<file path="src/hdl/frwa_pkg.sv">
// ----------------------------------------------------------------------------
// Frame rate window average: shared package
// Widths, constants, register codes, queue item and state types.
// ----------------------------------------------------------------------------
`default_nettype none

package frwa_pkg;

    // Window and fixed-point format
    localparam int WINDOW        = 8;
    localparam int FRAC_BITS     = 8;
    localparam int MS_PER_SECOND = 1000;

    // Field widths
    localparam int TS_W  = 32;
    localparam int FPS_W = 20;
    localparam logic [FPS_W-1:0] FPS_MAX = {FPS_W{1'b1}};

    // Derived widths
    localparam int PTR_W = (WINDOW > 1) ? $clog2(WINDOW) : 1;
    localparam int CNT_W = $clog2(WINDOW + 1);
    localparam int SUM_W = TS_W + ((WINDOW > 1) ? $clog2(WINDOW) : 0);
    localparam int SCALE = MS_PER_SECOND * (2 ** FRAC_BITS);
    localparam int NUM_W = $clog2(SCALE * WINDOW + 1);
    localparam int REM_W = SUM_W + 1;
    localparam int DCNT_W = $clog2(NUM_W);
    localparam int QX_W  = (NUM_W > FPS_W) ? NUM_W : FPS_W;

    // Stream data widths
    localparam int S_DATA_W = 32;
    localparam int M_DATA_W = 72;

    // Configuration port
    localparam int CFG_IDX_W  = 1;
    localparam int CFG_DATA_W = 32;

    typedef enum logic [CFG_IDX_W-1:0] {
        REG_INIT_FPS  = 1'b0,
        REG_WARMUP_MS = 1'b1
    } frwa_reg_t;

    // Queue between front and back
    localparam int FIFO_DEPTH = 2;
    localparam int FIFO_PTR_W = $clog2(FIFO_DEPTH);
    localparam int FIFO_CNT_W = $clog2(FIFO_DEPTH + 1);

    typedef struct packed {
        logic [TS_W-1:0]  frame_time;
        logic             warm;
        logic [CNT_W-1:0] count;
        logic [SUM_W-1:0] sum;
    } frwa_item_t;

    typedef enum logic {
        F_IDLE,
        F_UPDATE
    } frwa_front_state_t;

    typedef enum logic [1:0] {
        B_IDLE,
        B_DIV,
        B_DONE
    } frwa_back_state_t;

endpackage

`default_nettype wire

</file>
<file path="src/hdl/frame_rate_window_average_core.sv">
// ----------------------------------------------------------------------------
// Frame rate window average core
// Sliding-window average of frame times, reported as frames per second in
// unsigned Q12.8, with a warm-up rate held until a configured timestamp.
// ----------------------------------------------------------------------------
//
//  Channel   Direction  Payload
//  s_*       in         tdata[31:0] timestamp_ms
//  m_*       out        tdata[31:0] frame_time_ms, [51:32] average_fps,
//                       [71:52] reported_fps; tuser[0] in_warmup
//  cfg_*     in         index 0 init_fps, index 1 warmup_ms
//
//  One request passes the front end (taken in F_IDLE, queued in F_UPDATE
//  once the queue has room) and the back end (taken from the queue in
//  B_IDLE, NUM_W = 21 divider steps in B_DIV, result register loaded in
//  B_DONE once it is free). The one-bit-per-cycle divider takes one
//  request at a time; a zero sum skips the divider.
//  A two-entry queue lets the front end take requests while the divider
//  works. Reset is synchronous and clears all control state; the frame
//  time ring is not cleared. The result register holds a stalled result
//  while the divider continues with the next request.
//
`default_nettype none

module frame_rate_window_average_core (
    input  wire logic                           aclk,
    input  wire logic                           aresetn,
    input  wire logic                           s_tvalid,
    output logic                                s_tready,
    input  wire logic [frwa_pkg::S_DATA_W-1:0]  s_tdata,   // [31:0] timestamp_ms
    output logic                                m_tvalid,
    input  wire logic                           m_tready,
    // [31:0] frame_time_ms, [51:32] average_fps, [71:52] reported_fps
    output logic [frwa_pkg::M_DATA_W-1:0]       m_tdata,
    output logic                                m_tuser,   // [0] in_warmup
    input  wire logic                           cfg_wr_en,
    input  wire logic [frwa_pkg::CFG_IDX_W-1:0] cfg_index,
    input  wire logic [frwa_pkg::CFG_DATA_W-1:0] cfg_wdata
);
    import frwa_pkg::*;

    logic             push;
    frwa_item_t       push_item;
    logic             full;
    logic             pop;
    frwa_item_t       pop_item;
    logic             empty;
    logic [FPS_W-1:0] init_fps;

    frwa_front u_front (
        .aclk      (aclk),
        .aresetn   (aresetn),
        .s_tvalid  (s_tvalid),
        .s_tready  (s_tready),
        .s_tdata   (s_tdata),
        .cfg_wr_en (cfg_wr_en),
        .cfg_index (cfg_index),
        .cfg_wdata (cfg_wdata),
        .init_fps  (init_fps),
        .push      (push),
        .push_item (push_item),
        .full      (full)
    );

    frwa_fifo u_fifo (
        .aclk      (aclk),
        .aresetn   (aresetn),
        .push      (push),
        .push_item (push_item),
        .full      (full),
        .pop       (pop),
        .pop_item  (pop_item),
        .empty     (empty)
    );

    frwa_back u_back (
        .aclk     (aclk),
        .aresetn  (aresetn),
        .pop_item (pop_item),
        .empty    (empty),
        .pop      (pop),
        .init_fps (init_fps),
        .m_tvalid (m_tvalid),
        .m_tready (m_tready),
        .m_tdata  (m_tdata),
        .m_tuser  (m_tuser)
    );

endmodule

`default_nettype wire

</file>
<file path="src/hdl/frwa_front.sv">
// ----------------------------------------------------------------------------
// Frame rate window average: front end
// Accepts timestamps, keeps the frame time ring, running sum and fill count,
// holds the configuration registers and queues one item per frame.
// ----------------------------------------------------------------------------
`default_nettype none

module frwa_front (
    input  wire logic                          aclk,
    input  wire logic                          aresetn,
    input  wire logic                          s_tvalid,
    output logic                               s_tready,
    input  wire logic [frwa_pkg::S_DATA_W-1:0] s_tdata,
    input  wire logic                          cfg_wr_en,
    input  wire logic [frwa_pkg::CFG_IDX_W-1:0] cfg_index,
    input  wire logic [frwa_pkg::CFG_DATA_W-1:0] cfg_wdata,
    output logic [frwa_pkg::FPS_W-1:0]         init_fps,
    output logic                               push,
    output frwa_pkg::frwa_item_t               push_item,
    input  wire logic                          full
);
    import frwa_pkg::*;

    frwa_front_state_t state_reg, state_next;

    logic [FPS_W-1:0] init_fps_reg;
    logic [TS_W-1:0]  warmup_ms_reg;

    logic [TS_W-1:0]  ring_reg [WINDOW];
    logic [PTR_W-1:0] ptr_reg;
    logic [CNT_W-1:0] count_reg;
    logic [SUM_W-1:0] sum_reg;
    logic [TS_W-1:0]  last_time_reg;

    logic [TS_W-1:0]  ts;
    logic [TS_W-1:0]  ft_reg;
    logic             warm_reg;

    logic             ring_full;
    logic [SUM_W-1:0] sum_drop;
    logic [SUM_W-1:0] sum_next;
    logic [CNT_W-1:0] count_next;
    logic [PTR_W-1:0] ptr_next;
    logic             accept;

    assign ts         = s_tdata[TS_W-1:0];
    assign accept     = s_tvalid && s_tready;
    assign ring_full  = (count_reg == CNT_W'(WINDOW));
    assign sum_drop   = ring_full ? SUM_W'(ring_reg[ptr_reg]) : '0;
    assign sum_next   = sum_reg - sum_drop + SUM_W'(ft_reg);
    assign count_next = ring_full ? count_reg : count_reg + 1'b1;
    assign ptr_next   = (ptr_reg == PTR_W'(WINDOW - 1)) ? '0 : ptr_reg + 1'b1;

    // Next state
    always_comb begin
        state_next = state_reg;
        case (state_reg)
            F_IDLE: begin
                if (s_tvalid) begin
                    state_next = F_UPDATE;
                end
            end
            F_UPDATE: begin
                if (!full) begin
                    state_next = F_IDLE;
                end
            end
            default: state_next = F_IDLE;
        endcase
    end

    // Outputs
    always_comb begin
        s_tready = 1'b0;
        push     = 1'b0;
        case (state_reg)
            F_IDLE:   s_tready = 1'b1;
            F_UPDATE: push = !full;
            default: begin
                s_tready = 1'b0;
                push     = 1'b0;
            end
        endcase
    end

    assign push_item.frame_time = ft_reg;
    assign push_item.warm       = warm_reg;
    assign push_item.count      = count_next;
    assign push_item.sum        = sum_next;
    assign init_fps             = init_fps_reg;

    always_ff @(posedge aclk) begin
        if (!aresetn) begin
            state_reg     <= F_IDLE;
            init_fps_reg  <= FPS_W'(15360);
            warmup_ms_reg <= TS_W'(5000);
            ptr_reg       <= '0;
            count_reg     <= '0;
            sum_reg       <= '0;
            last_time_reg <= '0;
        end else begin
            state_reg <= state_next;
            if (cfg_wr_en) begin
                case (cfg_index)
                    REG_INIT_FPS:  init_fps_reg  <= cfg_wdata[FPS_W-1:0];
                    REG_WARMUP_MS: warmup_ms_reg <= cfg_wdata[TS_W-1:0];
                    default: ;
                endcase
            end
            if (accept) begin
                last_time_reg <= ts;
            end
            if (push) begin
                ptr_reg   <= ptr_next;
                count_reg <= count_next;
                sum_reg   <= sum_next;
            end
        end
    end

    // Frame time and warm-up flag are captured with the request.
    always_ff @(posedge aclk) begin
        if (accept) begin
            ft_reg   <= ts - last_time_reg;
            warm_reg <= (ts <= warmup_ms_reg);
        end
        if (push) begin
            ring_reg[ptr_reg] <= ft_reg;
        end
    end

`ifndef SYNTHESIS
    a_count_bound: assert property (@(posedge aclk) disable iff (!aresetn)
        count_reg <= CNT_W'(WINDOW))
        else $error("fill count above window size");
`endif

endmodule

`default_nettype wire

</file>
<file path="src/hdl/frwa_fifo.sv">
// ----------------------------------------------------------------------------
// Frame rate window average: item queue
// Two-entry queue that decouples the front end from the divider.
// ----------------------------------------------------------------------------
`default_nettype none

module frwa_fifo (
    input  wire logic                 aclk,
    input  wire logic                 aresetn,
    input  wire logic                 push,
    input  wire frwa_pkg::frwa_item_t push_item,
    output logic                      full,
    input  wire logic                 pop,
    output frwa_pkg::frwa_item_t      pop_item,
    output logic                      empty
);
    import frwa_pkg::*;

    frwa_item_t            mem_reg [FIFO_DEPTH];
    logic [FIFO_PTR_W-1:0] wr_ptr_reg;
    logic [FIFO_PTR_W-1:0] rd_ptr_reg;
    logic [FIFO_CNT_W-1:0] count_reg;
    logic                  do_push;
    logic                  do_pop;

    assign full     = (count_reg == FIFO_CNT_W'(FIFO_DEPTH));
    assign empty    = (count_reg == '0);
    assign do_push  = push && !full;
    assign do_pop   = pop && !empty;
    assign pop_item = mem_reg[rd_ptr_reg];

    always_ff @(posedge aclk) begin
        if (!aresetn) begin
            wr_ptr_reg <= '0;
            rd_ptr_reg <= '0;
            count_reg  <= '0;
        end else begin
            if (do_push) begin
                wr_ptr_reg <= wr_ptr_reg + 1'b1;
            end
            if (do_pop) begin
                rd_ptr_reg <= rd_ptr_reg + 1'b1;
            end
            if (do_push && !do_pop) begin
                count_reg <= count_reg + 1'b1;
            end else if (do_pop && !do_push) begin
                count_reg <= count_reg - 1'b1;
            end
        end
    end

    always_ff @(posedge aclk) begin
        if (do_push) begin
            mem_reg[wr_ptr_reg] <= push_item;
        end
    end

`ifndef SYNTHESIS
    a_no_overflow: assert property (@(posedge aclk) disable iff (!aresetn)
        push |-> !full)
        else $error("push into a full queue");
`endif

endmodule

`default_nettype wire

</file>
<file path="src/hdl/frwa_back.sv">
// ----------------------------------------------------------------------------
// Frame rate window average: back end
// Radix-2 restoring divider for count*1000*2^FRAC_BITS / sum, saturation,
// warm-up selection and the result output register.
// ----------------------------------------------------------------------------
`default_nettype none

module frwa_back (
    input  wire logic                          aclk,
    input  wire logic                          aresetn,
    input  wire frwa_pkg::frwa_item_t          pop_item,
    input  wire logic                          empty,
    output logic                               pop,
    input  wire logic [frwa_pkg::FPS_W-1:0]    init_fps,
    output logic                               m_tvalid,
    input  wire logic                          m_tready,
    output logic [frwa_pkg::M_DATA_W-1:0]      m_tdata,
    output logic                               m_tuser
);
    import frwa_pkg::*;

    frwa_back_state_t state_reg, state_next;

    logic [SUM_W-1:0]  div_reg;
    logic [NUM_W-1:0]  num_reg;
    logic [REM_W-1:0]  rem_reg;
    logic [NUM_W-1:0]  quo_reg;
    logic [DCNT_W-1:0] step_reg;
    logic              zero_reg;
    logic              warm_reg;
    logic [TS_W-1:0]   ft_reg;

    logic              m_tvalid_reg;
    logic [M_DATA_W-1:0] m_tdata_reg;
    logic              m_tuser_reg;

    logic [REM_W-1:0]  trial;
    logic              fits;
    logic              last_step;
    logic              out_free;
    logic              load_out;
    logic [QX_W-1:0]   quo_ext;
    logic [FPS_W-1:0]  avg;
    logic [FPS_W-1:0]  reported;

    assign trial     = {rem_reg[REM_W-2:0], num_reg[NUM_W-1]};
    assign fits      = (trial >= REM_W'(div_reg));
    assign last_step = (step_reg == DCNT_W'(NUM_W - 1));
    assign out_free  = !m_tvalid_reg || m_tready;

    // A zero sum or a quotient beyond the field saturates.
    assign quo_ext  = QX_W'(quo_reg);
    assign avg      = (zero_reg || (quo_ext > QX_W'(FPS_MAX))) ? FPS_MAX
                                                               : quo_reg[FPS_W-1:0];
    assign reported = warm_reg ? init_fps : avg;

    // Next state
    always_comb begin
        state_next = state_reg;
        case (state_reg)
            B_IDLE: begin
                if (!empty) begin
                    state_next = (pop_item.sum == '0) ? B_DONE : B_DIV;
                end
            end
            B_DIV: begin
                if (last_step) begin
                    state_next = B_DONE;
                end
            end
            B_DONE: begin
                if (out_free) begin
                    state_next = B_IDLE;
                end
            end
            default: state_next = B_IDLE;
        endcase
    end

    // Outputs
    always_comb begin
        pop      = 1'b0;
        load_out = 1'b0;
        case (state_reg)
            B_IDLE: pop = !empty;
            B_DIV:  ;
            B_DONE: load_out = out_free;
            default: begin
                pop      = 1'b0;
                load_out = 1'b0;
            end
        endcase
    end

    always_ff @(posedge aclk) begin
        if (!aresetn) begin
            state_reg    <= B_IDLE;
            m_tvalid_reg <= 1'b0;
        end else begin
            state_reg <= state_next;
            if (load_out) begin
                m_tvalid_reg <= 1'b1;
            end else if (m_tready) begin
                m_tvalid_reg <= 1'b0;
            end
        end
    end

    always_ff @(posedge aclk) begin
        if (pop) begin
            div_reg  <= pop_item.sum;
            num_reg  <= NUM_W'(int'(pop_item.count) * SCALE);
            rem_reg  <= '0;
            quo_reg  <= '0;
            step_reg <= '0;
            zero_reg <= (pop_item.sum == '0);
            warm_reg <= pop_item.warm;
            ft_reg   <= pop_item.frame_time;
        end else if (state_reg == B_DIV) begin
            num_reg  <= {num_reg[NUM_W-2:0], 1'b0};
            rem_reg  <= fits ? trial - REM_W'(div_reg) : trial;
            quo_reg  <= {quo_reg[NUM_W-2:0], fits};
            step_reg <= step_reg + 1'b1;
        end
        if (load_out) begin
            m_tdata_reg <= {reported, avg, ft_reg};
            m_tuser_reg <= warm_reg;
        end
    end

    assign m_tvalid = m_tvalid_reg;
    assign m_tdata  = m_tdata_reg;
    assign m_tuser  = m_tuser_reg;

`ifndef SYNTHESIS
    a_step_range: assert property (@(posedge aclk) disable iff (!aresetn)
        (state_reg == B_DIV) |-> (step_reg <= DCNT_W'(NUM_W - 1)))
        else $error("divider step count out of range");
    a_pop_idle: assert property (@(posedge aclk) disable iff (!aresetn)
        pop |-> (state_reg == B_IDLE))
        else $error("queue read while divider busy");
    a_load_free: assert property (@(posedge aclk) disable iff (!aresetn)
        load_out |-> (!m_tvalid_reg || m_tready))
        else $error("result register overwritten before it was taken");
`endif

endmodule

`default_nettype wire
</file>
<file path="config.mk">
export PLATFORM = sky130hd
export DESIGN_NAME = frame_rate_window_average_core
export DESIGN_NICKNAME = d
export VERILOG_FILES = /design/src/hdl/frwa_pkg.sv /design/src/hdl/frame_rate_window_average_core.sv /design/src/hdl/frwa_front.sv /design/src/hdl/frwa_fifo.sv /design/src/hdl/frwa_back.sv
export SDC_FILE = /design/constraint.sdc
export NUM_CORES = 1
export LEC_CHECK = 0
export ABC_AREA = 1
export BUFFER_PORTS_ARGS = -buffer_cell sky130_fd_sc_hd__buf_2
export CAP_MARGIN = 30
export CORE_UTILIZATION = 55
export CTS_BUF_LIST = sky130_fd_sc_hd__clkbuf_8
export DETAILED_ROUTE_END_ITERATION = 6
export GPL_TIMING_DRIVEN = 0
export HOLD_SLACK_MARGIN = 0.06
export PLACE_DENSITY = 0.72
export SYNTH_ARGS = -nofsm -noshare
export SYNTH_HDL_FRONTEND = slang
export SYNTH_SLANG_ARGS = --single-unit
</file>
<file path="constraint.sdc">
create_clock -name aclk -period 13.5 [get_ports aclk]
set_input_delay 1.35 -clock aclk [delete_from_list [all_inputs] [get_ports aclk]]
set_output_delay 1.35 -clock aclk [all_outputs]
set_load 0.005 [all_outputs]
</file>
### Yosys cells after proc, flatten, opt, wreduce, memory -nomap -nowiden

Memories as Yosys holds them, arrays and structs flattened. A register that Yosys moved wholly into a read port is not among the register bits.
Cells that the tools add are included.

* $lt $le $gt $ge: 3
* eq/ne operators: 9
* reductions and logical operators: 21
* $mul: 1
* bitwise operators: 2
* muxes and demuxes: 32
* add/subtract/negate cells: 11

Operators with widths (count)
* subtractor 35 bit: 2
* two-way mux 21 bit: 2
* two-way mux 20 bit: 2
* greater-or-equal comparator 36 x 35 -> 1 bit: 1
* adder 35 x 32 -> 35 bit: 1
* logical NOT 35 bit: 1
* two-way mux 35 bit: 1
* <= comparator 32 bit: 1
* two-way mux 32 bit: 1
* subtractor 32 bit: 1
* > comparator 21 x 20 -> 1 bit (second input constant): 1
* two-way mux 1 bit: 14
* two-way mux 2 bit: 6
* multiplier 4 x 7 -> 10 bit (second input constant): 1
* two-way mux 3 bit: 3
* case mux 2 bit (3 select lines): 1
* nonzero test 2 bit: 3
* adder 5 x 1 -> 5 bit (second input constant): 1
* == test 5 bit (second input constant): 1
* logical AND 1 bit: 5
* logical NOT 1 bit: 5
* adder 4 x 1 -> 4 bit (second input constant): 1
* == test 2 bit (second input constant): 2
* == test 4 bit (second input constant): 1
* 15 further kinds: 21

* memory bits (writable): 400
* flip-flop bits (word level): 380
* input bits: 70
* memories: 2
* word-level logic and storage cells: 105
* output and inout bits: 75

Memory list
* u_front.ring_reg: depth 8, bits a word 32, read ports 1, clocked after memory_dff 1, write ports 1, line frwa_front.sv:29 `logic [TS_W-1:0] ring_reg [WINDOW];`
* u_fifo.mem_reg: depth 2, bits a word 72, read ports 1, clocked after memory_dff 1, write ports 1, line frwa_fifo.sv:19 `frwa_item_t mem_reg [FIFO_DEPTH];`

### Depth between registers and ports, before layout

Gate-level depths: netlist (run 1).

* word-level depth: 8
* depth in mapped cells: 26
* mapped depth without buffers: 25

### Modules after synthesis

A second synthesis (run 1) with hierarchy kept.

* cell total of the unflattened synthesis: 3733
* area, all modules: 37846.3 sq um

By module, submodules not included
* frwa_front: instances 1, area each 21515.6 sq um, cells an instance 2374, seq. area each 11280.8 sq um
* frwa_back: instances 1, area each 10536.4 sq um, cells an instance 1097, seq. area each 5845.6 sq um
* frwa_fifo: instances 1, area each 5794.3 sq um, cells an instance 262, seq. area each 4424.2 sq um

### Worst setup path after synthesis (run 1)

OpenSTA, ideal clock, no wires.

* path kind: input to register
* start point: input m_tready
* end point: register u_back.m_tdata_reg[0] (netlist: u_back.m_tdata[0]) (enable)
* library setup time: 0.595 ns
* buffers on the path: 0
* required time: 12.905 ns
* slack: 6.556 ns
* data arrival time: 6.349 ns
* cell stages on the path: 2
* cells stage by stage: nor2_1 nor3_1

* longest elaborated chain between the ends: 2

RTL lines
* start, declared: line frame_rate_window_average_core.sv:32 `input wire logic m_tready,`
* logical OR 1 bit: line frwa_back.sv:49 `assign out_free = !m_tvalid_reg || m_tready;`
* two-way mux 1 bit: line frwa_back.sv:84 `case (state_reg)`
* via u_back.load_out: line frwa_back.sv:41 `logic load_out;`
* end signal, assigned: line frwa_back.sv:126 `m_tdata_reg <= {reported, avg, ft_reg};`
* end, declared: line frwa_back.sv:34 `logic [M_DATA_W-1:0] m_tdata_reg;`

The timed path passes the listed nets, and every way through them passes these cells.
A chain may end at the register's enable or synchronous reset.

==> flow_metrics.env, run 1 <==
export IMPL_synth_fp_nets=4047
export IMPL_power_mw=8.403
export IMPL_dr_wl_met2_mm=45.93
export IMPL_fin_util_pct=62.58
export IMPL_die_area_um2=69200
export IMPL_irDropWorstVdd_mv=0.1193
export IMPL_dr_first_iter_drc_count=2365
export IMPL_yosysTopAreaCell="edfxtp_1"
export IMPL_max_freq_ghz=0.1943
export IMPL_cts_tree="done"
export IMPL_htree_num_levels=3
export IMPL_finClkSkew_ps=42.68
export IMPL_dp_slack_ps=8464
export IMPL_syn_avg_cell_area_um2=9.905
export IMPL_cts_root_buffer="clkbuf_8"
export IMPL_ys_warn_count=0
export IMPL_grt_pass1_wl_mm=148.9
export IMPL_maxUsedRoutingLayer="met4"
export IMPL_worst_setup_path_end_kind="register"
export IMPL_slew_violations=0
export IMPL_drc=0
export IMPL_r2r_cells=23
export IMPL_dp_hpwl_mm=72.34
export IMPL_wl_per_cell_um=19.08
export IMPL_post_cts_buffers=0
export IMPL_crit_path_start_kind="register"
export IMPL_hold_slack_ps=412.7
export IMPL_die_h_um=263.1
export IMPL_synth_area_leaders="edfxtp_1, dfxtp_1, nand2_1"
export IMPL_stdcell_area_um2=42100
export IMPL_antenna_left=0
export IMPL_wl_met3_mm=5.647
export IMPL_core_area_um2=67280
export IMPL_hold_depth=0
export IMPL_grt_max_degree=57
export IMPL_yosys_cell_types_count=59
export IMPL_layout_commonest_cell="nand2_1"
export IMPL_fin_crit_sh_pct=38.13
export IMPL_clk_latency_ps=740
export IMPL_cellPowerDensity_nw_per_um2=199.6
export IMPL_hp_class="register to register"
export IMPL_worstMarginPinSlew_ps=1048
export IMPL_drive_gt1_share_pct=11.26
export IMPL_synth_edff_count=585
export IMPL_setup_violations=0
export IMPL_clk_pin_slew_ps=70
export IMPL_path_depth=23
export IMPL_placed_cells=4823
export IMPL_p_leak_nw=17.35
export IMPL_viasPerCell=5.480
export IMPL_cts_sinks=784
export IMPL_hold_viol_final=0
export IMPL_port_buffers=143
export IMPL_placedInstanceArea_um2=39810
export IMPL_path_max_fanout=10
export IMPL_relSlewSlack_pct=30.15
export IMPL_fin_ws_ps=8353
export IMPL_gp_congestion=0.9561
export IMPL_finish_net_count=4333
export IMPL_finalNonFillerCells=5050
export IMPL_vias=27673
export IMPL_status="finished, final reports clean"
export IMPL_worstPathArrival_ps=5590
export IMPL_cpMostUsedCell="inv_1"
export IMPL_critPathTopFamily="buffers and inverters"
export IMPL_clock_path_buffers=3
export IMPL_ys_async_sr_fraction_pct=0
export IMPL_maxCapViolCount=0
export IMPL_die_w_um=263.1
export IMPL_drt_wl_total_mm=96.36
export IMPL_finalCriticalPeriod_ps=5147
export IMPL_synth_seq_cells=784
export IMPL_crit_required_ps=13940
export IMPL_netlist_area_um2=37480
export IMPL_io_pins=145
export IMPL_synth_top_area_share_pct=46.87
export IMPL_worstSetupPathType="register to register"
export IMPL_crit_path_max_incr_delay_ps=440
export IMPL_start_util_pct=55.71
export IMPL_cts_buffers=118
export IMPL_cp_slowest_cell="clkbuf_1"
export IMPL_synthFlopType="edfxtp_1"
export IMPL_syn_to_final_growth_pct=12.32
export IMPL_gr_total_overflow=0
export IMPL_mostFrequentLayoutCells="nand2_1, edfxtp_1, inv_1"
export IMPL_firstDrtPassIters=7
export IMPL_track_usage_pct=27.88
export IMPL_path_buf_inv=7
export IMPL_yosysSeqAreaShare_pct=57.50
export IMPL_grt_pass1_vias=26987
export IMPL_largest_reg_flops=256
export IMPL_row_count=95
export IMPL_post_cts_resize_count=0
export IMPL_tns_ps=0
export IMPL_hold_buffers=0
export IMPL_met1_length_mm=40.99
export IMPL_postSynthCellCount=3784
export IMPL_antenna_found_initial=2
export IMPL_rsz0062_at_grt="no"
export IMPL_crit_chain="inv_1 > ha_1 > nand3_1 > inv_1 > clkbuf_1 > o21ai_0 > a31oi_1 > ha_1 > inv_1 > ha_1 > inv_1 > fa_1 > inv_1 > nand3_1 > nand3_1 > nand2_1 > nand3_1 > nand2_1 > nand2_1 > nand2_1 > nand2_1 > xor2_1 > inv_1"
==> synthesized netlist by cell type, types with 3 or more instances <==
cell type	instances
and3_1	3
a21oi_1	186
nor4_1	7
edfxtp_1	585
inv_2	4
xor2_1	52
a21o_1	9
nand2_1	610
o21bai_1	11
nor2_1	441
inv_1	534
a31oi_1	58
fa_1	41
mux2_2	51
o211ai_1	14
buf_4	5
o221ai_1	8
o21ai_0	336
dfxtp_1	199
o211ai_2	6
nand3_1	110
buf_1	7
nand3_2	3
o21a_1	8
o21ai_1	12
buf_6	5
nor2_2	7
buf_2	20
and2_1	12
nand2_2	13
nor3_1	25
ha_1	152
clkbuf_1	89
nand3b_1	10
nand4_1	37
or2_2	4
xnor2_1	20
a21boi_0	4
o22ai_1	60
==> worst reg2reg max path: cells and delay by family (launching register included) <==
family                     cells  cell delay [ps]
adders and majority gates      4             1050
xor gates and xnor gates       1              340
and+or+nand+nor                9             1130
AOI/OAI and AO/OA              2              700
buffers and inverters          7             1290
DFF                            1              350
==> cells by family (layout without fill, tap and decap cells) <==
| kind of cell | Yosys count | count (layout) | share of synthesized area [%] |
|---|---|---|---|
| muxes | 53 | 53 | 1.586 |
| and+or+nand+nor | 1292 | 1292 | 14.34 |
| DFF | 784 | 784 | 57.50 |
| buffers and inverters | 667 | 1058 | 6.953 |
| xor gates and xnor gates | 72 | 72 | 1.682 |
| adders and majority gates | 193 | 193 | 7.264 |
| other | 0 | 2 | 0 |
| AOI/OAI and AO/OA | 723 | 723 | 10.68 |
==> final cells by class <==
class | instances | area (µm²)
diodes | 2 | 5.005
plain buffers | 127 | 578.1
clock buffers | 130 | 1789
clock inverters | 95 | 495.5
fillers | 5480 | 25180
inverters | 540 | 2032
multi-input cells | 2333 | 13410
flip-flops and latches | 784 | 21550
well taps | 873 | 1092
repair buffers | 166 | 1144
==> power by group <==
| part | switching (mW) | internal, mW |
|---|---|---|
| Sequential | 0.191 | 3.24 |
| Clock | 0.919 | 0.947 |
| Combinational | 2.11 | 1.00 |
| Total | 3.22 | 5.19 |
==> metal layers <==
layer | vias up | GRT usage (%)
li1 | 13394 | -
met1 | 13139 | 37.07
met2 | 944 | 46.13
met3 | 196 | 3.208
met4 | 0 | 12.68
met5 | - | 0
==> worst paths after layout <==
kind / to / slack (ps) / start
setup / recovery: u_fifo.mem_reg[0][20]$_DFFE_PP_ / 8350 / u_front.count_reg[0]$_SDFFE_PN0P_
hold / removal: u_back.m_tdata[8]$_DFFE_PP_ / 410 / u_back.ft_reg[8]$_DFFE_PP_
setup reg to reg: u_fifo.mem_reg[0][20]$_DFFE_PP_ / 8350 / u_front.count_reg[0]$_SDFFE_PN0P_
hold reg to reg: u_back.m_tdata[8]$_DFFE_PP_ / 410 / u_back.ft_reg[8]$_DFFE_PP_
(Power assumes the default switching activity.)
==> run 2: changes to the inputs <==
clock period = 5.36 ns   (was 13.5 ns; I/O delays follow)
==> run 2 against run 1 <==
Combinational power grew to 2.5 times the previous value. Cell count rose by 0.57%. Design area is 0.90% higher. Wire length increased by 1.0%. Count of clock-buffer cells in the layout grew 4. Setup slack got worse by 8000 ps. Maximum frequency increased by 2.6%. Sequential cell count unchanged. Sequential power rose to 2.5 times the previous value.
==> flow_metrics.env, run 2 (synthesis gave the netlist of run 1 again) <==
export IMPL_dr_first_iter_drc_count=2510
export IMPL_fin_crit_sh_pct=93.58
export IMPL_drc=0
export IMPL_mostFrequentLayoutCells="nand2_1, inv_1, edfxtp_1"
export IMPL_relSlewSlack_pct=30.84
export IMPL_fin_util_pct=63.14
export IMPL_grt_max_degree=55
export IMPL_antenna_left=0
export IMPL_finalNonFillerCells=5079
export IMPL_layout_commonest_cell="nand2_1"
export IMPL_io_pins=145
export IMPL_track_usage_pct=27.97
export IMPL_finalCriticalPeriod_ps=5016
export IMPL_firstDrtPassIters=5
export IMPL_clock_path_buffers=3
export IMPL_wl_per_cell_um=19.17
export IMPL_crit_path_start_kind="register"
export IMPL_die_area_um2=69200
export IMPL_port_buffers=143
export IMPL_fin_ws_ps=344.1
export IMPL_drt_wl_total_mm=97.37
export IMPL_irDropWorstVdd_mv=0.3458
export IMPL_gp_congestion=0.9464
export IMPL_grt_pass1_vias=26751
export IMPL_syn_to_final_growth_pct=13.33
export IMPL_worstPathArrival_ps=5490
export IMPL_path_max_fanout=10
export IMPL_core_area_um2=67280
export IMPL_max_freq_ghz=0.1994
export IMPL_worstSetupPathType="register to register"
export IMPL_clk_pin_slew_ps=70
export IMPL_holdCritStartpoint="s_tdata[31]"
export IMPL_drive_gt1_share_pct=11.01
export IMPL_p_int_mw=13.14
export IMPL_cts_sinks=784
export IMPL_p_leak_nw=17.53
export IMPL_finish_net_count=4362
export IMPL_power_frac_seq_pct=40.6
export IMPL_post_cts_buffers=0
export IMPL_switchingPower_mw=8.146
export IMPL_maxCapViolCount=0
export IMPL_worst_setup_path_end_kind="register"
export IMPL_worstMarginPinSlew_ps=1034
export IMPL_placed_cells=4820
export IMPL_setup_violations=0
export IMPL_pwr_share_comb_pct=37.0
export IMPL_hold_slack_ps=103.6
export IMPL_die_w_um=263.1
export IMPL_vias=27901
export IMPL_p_clk_share_pct=22.4
export IMPL_finClkSkew_ps=27.63
export IMPL_r2r_slack_ps=340
export IMPL_clk_latency_ps=760
export IMPL_status="finished, final reports clean"
export IMPL_die_h_um=263.1
export IMPL_row_count=95
export IMPL_cts_buffers=120
export IMPL_cellPowerDensity_nw_per_um2=501.1
export IMPL_grt_pass1_wl_mm=148.9
export IMPL_crit_required_ps=5830
export IMPL_dp_slack_ps=353.5
export IMPL_p_sw_share_pct=38.27
export IMPL_rsz0062_at_grt="no"
export IMPL_gr_total_overflow=0
export IMPL_cts_root_buffer="clkbuf_8"
export IMPL_slew_violations=0
export IMPL_start_util_pct=55.71
export IMPL_tns_ps=0
export IMPL_hp_class="input pin to register"
export IMPL_antenna_found_initial=1
export IMPL_dp_hpwl_mm=71.68
export IMPL_largest_reg_flops=256
export IMPL_hold_viol_final=0
export IMPL_cts_tree="done"
export IMPL_htree_num_levels=3
export IMPL_viasPerCell=5.493
==> run 2: cell count changes in the layout (fill, tap and decap cells not counted), moves of 2 or more <==
cell,previous run,this run
clkinv_2,17,6
buf_8,0,2
clkinv_1,25,19
inv_1,578,592
inv_8,3,1
clkbuf_8,130,134
clkbuf_1,88,85
dlygate4sd3_1,0,31
clkbuf_2,0,2
buf_16,7,9
buf_6,13,5
==> run 2: power by group through the flow <==
stage	clock network (mW)	registers (mW)	logic, mW
3_5_place_dp	0	8.75	7.74
6_report	4.77	8.63	7.89
2_1_floorplan	0	8.59	5.40
5_1_grt	5.08	8.71	8.77
4_1_cts	4.83	8.63	7.81
3_3_place_gp	0	8.80	7.48
==> run 2: final cells by class <==
class,count,area (µm²)
flip-flops and latches,784,21550
inverters,540,2032
diodes,2,5.005
plain buffers,126,576.8
clock buffers,134,1844
fillers,5495,24800
well taps,873,1092
repair buffers,194,1469
multi-input cells,2333,13420
clock inverters,93,489.2
==> run 2: timing repair <==
item / in CTS / in global routing
hold endpoints to repair: 39 / 0
setup endpoints to repair: 0 / 4
resized for setup: 0 / 4
hold buffers: 31 / 0
==> run 2: routing by layer <==
layer / routed length, µm / vias to the layer above / share of wire, % / track usage, %
li1: - / 13436 / - / -
met2: 46770 / 1035 / 48 / 46.77
met5: 0 / - / 0 / 0
met3: 6718 / 197 / 6.9 / 3.657
met4: 3416 / 0 / 3.5 / 11.36
met1: 40470 / 13233 / 42 / 36.98
==> run 2: path summary, 6_finish.rpt <==
| path | end | cells after the start |
|---|---|---|
| max | u_fifo.mem_reg[1][20]$_DFFE_PP_ | 22 |
| max reg2reg | u_fifo.mem_reg[1][20]$_DFFE_PP_ | 22 |
| min reg2reg | u_back.m_tdata[18]$_DFFE_PP_ | 0 |
| min | u_front.last_time_reg[31]$_SDFFE_PN0P_ | 3 |
==> run 2: worst max-delay path, stage by stage (launching register included) <==
cell	delay (ps)
dfxtp_1	350
clkbuf_1	470
clkbuf_1	420
o21ai_0	160
o22ai_1	180
o21ai_0	160
a31oi_1	470
ha_1	330
inv_1	60
ha_1	190
inv_1	70
fa_1	400
inv_1	100
nand3_1	70
nand3_1	150
nand2_1	70
nand3_1	160
nand2_1	80
nand2_1	160
nand2_1	120
nand2_1	120
xor2_1	320
inv_1	100
==> run 2: metrics by stage <==
| stage | area (µm²) | power, mW |
|---|---|---|
| after floorplan | 37490 | 13.99 |
| after global placement | 39300 | 16.28 |
| after detailed placement | 39830 | 16.49 |
| after CTS | 42470 | 21.26 |
| after global routing | 42480 | 22.56 |
| final | 42480 | 21.29 |
